--- src/sv/sra_pkg.sv ---
`timescale 1ns / 1ps
`default_nettype none

package sra_pkg;

    // Field widths
    localparam int SCORE_W = 16;
    localparam int RANK_W  = 6;

    // Largest rank that fits the rank field
    localparam logic [RANK_W-1:0] RANK_MAX = 6'd63;

    // Sequencer states
    typedef enum logic [3:0] {
        ST_LOAD  = 4'b0001,
        ST_PIVOT = 4'b0010,
        ST_FETCH = 4'b0100,
        ST_SWEEP = 4'b1000
    } state_t;

    // Control from the sequencer to the rank engine
    typedef struct packed {
        logic load_pivot;
        logic accumulate;
    } sra_ctrl_t;

endpackage

`default_nettype wire

--- src/sv/sra_ram.sv ---
`timescale 1ns / 1ps
`default_nettype none

module sra_ram #(
    parameter int WIDTH = 16,
    parameter int DEPTH = 32
) (
    input  wire logic                     clk,
    input  wire logic                     we,
    input  wire logic [$clog2(DEPTH)-1:0] waddr,
    input  wire logic [WIDTH-1:0]         wdata,
    input  wire logic [$clog2(DEPTH)-1:0] raddr,
    output logic      [WIDTH-1:0]         rdata
);

    logic [WIDTH-1:0] mem [DEPTH];

    // Write one entry, register the read data
    always_ff @(posedge clk)
    begin
        if (we)
        begin
            mem[waddr] <= wdata;
        end
        rdata <= mem[raddr];
    end

endmodule

`default_nettype wire

--- src/sv/sra_rank_engine.sv ---
`timescale 1ns / 1ps
`default_nettype none

module sra_rank_engine import sra_pkg::*; #(
    parameter int CW = 6
) (
    input  wire logic               clk,
    input  wire sra_ctrl_t          ctrl,
    input  wire logic [SCORE_W-1:0] rd_data,
    output logic      [RANK_W-1:0]  rank
);

    localparam int EW = (CW + 1 > RANK_W + 1) ? CW + 1 : RANK_W + 1;

    logic [SCORE_W-1:0] pivot_reg;
    logic [CW-1:0]      greater_reg;
    logic               gt;
    logic [CW-1:0]      greater_sum;
    logic [EW-1:0]      rank_ext;

    // Compare the swept score against the pivot and count
    assign gt          = (rd_data > pivot_reg);
    assign greater_sum = greater_reg + CW'(gt);

    // Rank is one past the count, saturated to the field
    assign rank_ext = EW'(greater_sum) + EW'(1);
    assign rank     = (rank_ext > EW'(RANK_MAX)) ? RANK_MAX : rank_ext[RANK_W-1:0];

    // Latch the pivot and clear the count, or advance the count
    always_ff @(posedge clk)
    begin
        if (ctrl.load_pivot)
        begin
            pivot_reg   <= rd_data;
            greater_reg <= '0;
        end
        else if (ctrl.accumulate)
        begin
            greater_reg <= greater_sum;
        end
    end

endmodule

`default_nettype wire

--- src/sv/score_rank_assigner.sv ---
// Channel   Handshake           Payload              Direction
// -------   -----------------   ------------------   ---------
// input     start && !busy      score, last_score    in
// result    valid (one cycle)   rank, last_rank      out
//
// Loading takes one score per cycle while busy is low. After the set
// closes (last_score, or MAX_ITEMS scores held), the rank pass handles n
// scores: each rank fetches its pivot, then sweeps all n stored scores
// through the single read port of the score memory. busy is high for the
// whole pass. Reset clears the sequencer and the fill count; the score
// memory is not cleared. The receiver cannot stall: each rank is shown on
// valid for exactly one cycle.
`timescale 1ns / 1ps
`default_nettype none

module score_rank_assigner import sra_pkg::*; #(
    parameter int MAX_ITEMS = 32
) (
    input  wire logic               clk,
    input  wire logic               rst_n,
    input  wire logic               start,
    output logic                    busy,
    input  wire logic [SCORE_W-1:0] score,
    input  wire logic               last_score,
    output logic                    valid,
    output logic      [RANK_W-1:0]  rank,
    output logic                    last_rank
);

    localparam int AW = $clog2(MAX_ITEMS);
    localparam int CW = $clog2(MAX_ITEMS + 1);

    state_t             state_reg, state_next;
    logic [CW-1:0]      cnt_reg, cnt_next;
    logic [AW-1:0]      idx_reg, idx_next;
    logic [AW-1:0]      k_reg, k_next;
    logic [AW-1:0]      rd_addr;
    logic [SCORE_W-1:0] rd_data;
    logic               accept;
    logic               close;
    logic               last_k;
    logic               last_i;
    sra_ctrl_t          ctrl;

    assign busy   = (state_reg != ST_LOAD);
    assign accept = start && (state_reg == ST_LOAD);
    assign close  = accept && (last_score || (cnt_reg + CW'(1) == CW'(MAX_ITEMS)));
    assign last_k = (CW'(k_reg) == cnt_reg - CW'(1));
    assign last_i = (CW'(idx_reg) == cnt_reg - CW'(1));

    // Score store
    sra_ram #(
        .WIDTH (SCORE_W),
        .DEPTH (MAX_ITEMS)
    ) u_store (
        .clk   (clk),
        .we    (accept),
        .waddr (cnt_reg[AW-1:0]),
        .wdata (score),
        .raddr (rd_addr),
        .rdata (rd_data)
    );

    // Compare and count unit
    sra_rank_engine #(
        .CW (CW)
    ) u_engine (
        .clk     (clk),
        .ctrl    (ctrl),
        .rd_data (rd_data),
        .rank    (rank)
    );

    // Sequence the load and the rank pass
    always_comb
    begin
        state_next      = state_reg;
        cnt_next        = cnt_reg;
        idx_next        = idx_reg;
        k_next          = k_reg;
        rd_addr         = k_reg;
        ctrl.load_pivot = 1'b0;
        ctrl.accumulate = 1'b0;
        valid           = 1'b0;
        last_rank       = 1'b0;
        case (state_reg)
            ST_LOAD:
            begin
                if (accept)
                begin
                    cnt_next = cnt_reg + CW'(1);
                end
                if (close)
                begin
                    idx_next   = '0;
                    state_next = ST_PIVOT;
                end
            end
            ST_PIVOT:
            begin
                rd_addr    = idx_reg;
                state_next = ST_FETCH;
            end
            ST_FETCH:
            begin
                ctrl.load_pivot = 1'b1;
                rd_addr         = '0;
                k_next          = '0;
                state_next      = ST_SWEEP;
            end
            ST_SWEEP:
            begin
                ctrl.accumulate = 1'b1;
                if (last_k)
                begin
                    valid     = 1'b1;
                    last_rank = last_i;
                    rd_addr   = idx_reg + AW'(1);
                    if (last_i)
                    begin
                        cnt_next   = '0;
                        state_next = ST_LOAD;
                    end
                    else
                    begin
                        idx_next   = idx_reg + AW'(1);
                        state_next = ST_FETCH;
                    end
                end
                else
                begin
                    k_next  = k_reg + AW'(1);
                    rd_addr = k_reg + AW'(1);
                end
            end
            default:
            begin
                state_next = ST_LOAD;
            end
        endcase
    end

    // Hold control state
    always_ff @(posedge clk or negedge rst_n)
    begin
        if (!rst_n)
        begin
            state_reg <= ST_LOAD;
            cnt_reg   <= '0;
            idx_reg   <= '0;
            k_reg     <= '0;
        end
        else
        begin
            state_reg <= state_next;
            cnt_reg   <= cnt_next;
            idx_reg   <= idx_next;
            k_reg     <= k_next;
        end
    end

endmodule

`default_nettype wire

--- config.mk ---
export PLATFORM = sky130hd
export DESIGN_NAME = score_rank_assigner
export DESIGN_NICKNAME = d
export VERILOG_FILES = /design/src/sv/sra_pkg.sv /design/src/sv/sra_ram.sv /design/src/sv/sra_rank_engine.sv /design/src/sv/score_rank_assigner.sv
export SDC_FILE = /design/constraint.sdc
export NUM_CORES = 1
export LEC_CHECK = 0
export BUFFER_PORTS_ARGS = -buffer_cell sky130_fd_sc_hd__buf_2
export CAP_MARGIN = 20
export CORE_ASPECT_RATIO = 0.5
export CORE_MARGIN = 2
export CORE_UTILIZATION = 60
export DETAILED_ROUTE_END_ITERATION = 8
export GPL_ROUTABILITY_DRIVEN = 0
export PLACE_DENSITY_LB_ADDON = 0.1
export SYNTH_ARGS = -nofsm -noshare
export SYNTH_HDL_FRONTEND = slang
export SYNTH_HIERARCHICAL = 1
export SYNTH_SLANG_ARGS = --single-unit
--- constraint.sdc ---
create_clock -name clk -period 5.6 [get_ports clk]
set_clock_uncertainty 0.05 [all_clocks]
set_input_delay 0.28 -clock clk [delete_from_list [all_inputs] [get_ports clk]]
set_output_delay 0.28 -clock clk [all_outputs]
set_load 0.01 [all_outputs]
==> results.cfg <==
[sta]
period_share = 0.849
setup_viol = 0
slew_violations = 0
fmax_mhz = 210
post-route-min-period_ps = 4750
grt_setup_unrepaired = false
setup_tns_ps = 0
relSlewSlack = 0.257
max_slew.worst_pin.slew_ps = 1110
hold_violations = 0

[detailed_routing]
wirelength_um = 53400
drt_iter0_drc = 1597
vias = 13000
vias_per_cell = 6.28
drtPass1Iterations = 5
drc_errors = 0
wl_per_cell_um = 25.8
ant_nets = 0

[status]
status = finished, final reports clean

[grt]
antenna_found_initial = 3
overflow = 0
grt_max_degree = 78
grt_use_total = 0.263
grt_pass1_wl_um = 79300
grt_pass1_vias = 12300

[placement]
io_buffers = 28
dpl.cell_count = 1986
hpwl_um = 32600
place_area_sq_um = 24200

[cells_and_area]
layout_common_cells = edfxtp_1 (528), mux2i_1 (263), a22oi_1 (68), nand2_1 (62), nor2_1 (59)
stdcell_area_sq_um = 25800
layout-drive-gt1-share = 0.111
final_common_cell = edfxtp_1
fin_cells = 2075
fin_nets = 1552
largest_reg_flops = 512
n_antenna_cell = 0
area_delta_synth_final_pct = 9.64

[clock_tree]
root_buffer = clkbuf_16
cts_tree = yes
cts_buffer_depth = 3
cts_setup_buffers = 0
cts.sink_count = 570
clk_latency_ps = 580
path_clk_slew_ps = 70
cts_resized = 0
htree_levels = 2
cts_inserted_buffers = 48

[synthesis]
yosys-top-cells-area = edfxtp_1 (67%), mux2i_1 (11%), a22oi_1 (2.2%)
synth_ff_type = edfxtp_1
seq_area_frac_synth = 0.713
avgSynthCellArea_sq_um = 16.1
synth_nets = 1508
ys_ff_latch = 570
synthesis.area_sq_um = 23500
synthArstFlopShare = 0.0351
synth_top_area_share = 0.673
ys_warn_count = 6
yosys.area.top_type = edfxtp_1
synth_edf_count = 528
syn_inst = 1464
yosysUniqueCellTypes = 62

[critical_path]
cp_data_required_time_ps = 5990
start_kind = register
crit_fanout = 23
crit_type = register to register
end_kind = register
worstPathArrival_ps = 5140

[floorplan]
rows = 51
die-area_sq_um = 40900
ios = 29
die_x_um = 284
initial_core_util = 0.607
core-area_sq_um = 38800
die_h_um = 144

[run]
maxCapViolCount = 0

[power]
ir_worst_vdd_v = 0.000276
power.density_nw_per_um2 = 353
leakagePower_uw = 0.00824

[hold_path]
holdCritPathClass = primary input to register
[critical path, stage by stage (launching register included)]
cell and delay [ps]:
dfrtp_1 610, inv_1 120, ha_1 310, xor2_1 180, xnor2_1 150, nand3_1 110, or3_1 510, mux2i_1 180
o21ai_0 640, nor2b_4 680, buf_4 390, buf_4 300, a21oi_1 120, nand3_1 150, nand3_1 80
[power by group]
group / switching [uW] / internal, uW / total (uW)
Combinational: 496 / 236 / 732
Sequential: 98.4 / 4820 / 4920
Clock: 1490 / 1980 / 3470
Total: 2090 / 7040 / 9120
[timing repair]
| action | in CTS | in global routing |
|---|---|---|
| hold buffers | 1 | 0 |
| setup endpoints to repair | 0 | 0 |
| endpoints found under the hold margin | 20 | 0 |
[routing by layer]
metal	up-vias	GRT usage	wire, um
met5	-	0	0
met4	0	0.0476	847
met3	67	0.0468	5510
met2	595	0.381	23000
met1	6591	0.422	24100
li1	5772	-	-
[kinds of logic (layout without fill, tap and decap cells)]
family / after synthesis / in the layout / synth area share
adder cells (fa/ha/maj): 24 / 24 / 0.0128
XOR/XNOR: 38 / 38 / 0.0141
AO/OA/AOI/OAI: 206 / 206 / 0.0629
multiplexers: 263 / 263 / 0.112
flip-flops: 570 / 570 / 0.713
AND/OR/NAND/NOR: 246 / 246 / 0.0519
buffers and inverters: 117 / 198 / 0.0331
[per-stage QoR]
step	total power [uW]	utilization	hold WS [ps]	setup slack [ps]
global placement	5710	0.623	205	1080
global route	9410	0.665	128	445
floorplan	5450	-	-65.6	2220
CTS	9150	0.665	77.9	905
finish	9120	0.665	89.4	846
detailed placement	5730	0.623	224	905
[layout make-up]
type                    instances  area, sq um
clock buffers                  62         1310
clock inverters                25          315
fillers                      2703        13000
inverters                      30          113
multi-input cells             777         6000
flip-flops and latches        570        16800
well taps                     530          663
repair buffers                 81          613
[cells in the mapped netlist (3+ instances only)]
cell type,count
buf_8,6
o21ai_0,7
buf_12,5
edfxtp_1,528
xnor2_1,16
clkbuf_1,18
nor4b_1,3
ha_1,24
dfxtp_1,22
mux2i_1,263
a21oi_1,40
nor2b_1,3
nand3_1,47
buf_4,20
a31oi_1,22
nor2_1,59
nand3b_1,5
nand2b_1,4
a22oi_1,68
inv_1,29
nand4_1,26
dfrtp_1,19
xor2_1,22
buf_2,27
or3_1,4
buf_6,11
or3b_2,3
a22o_1,34
nand2_1,62
a21o_1,8
o31a_1,3
nor3_1,19
[path summary, 6_finish.rpt]
path | from | end | cells past startpoint | slack (ps)
min in group asynchronous | rst_n | k_reg[3] | 2 | 160
max in group asynchronous | rst_n | state_reg[0] | 2 | 4980
min | start | cnt_reg[0] | 4 | 90
max reg2reg | cnt_reg[0] | u_store/rdata[11] | 14 | 850
min reg2reg | u_store/rdata[0] | u_engine/pivot_reg[0] | 0 | 440
max | cnt_reg[0] | u_store/rdata[11] | 14 | 850
Power figures use the tool's default switching activity.
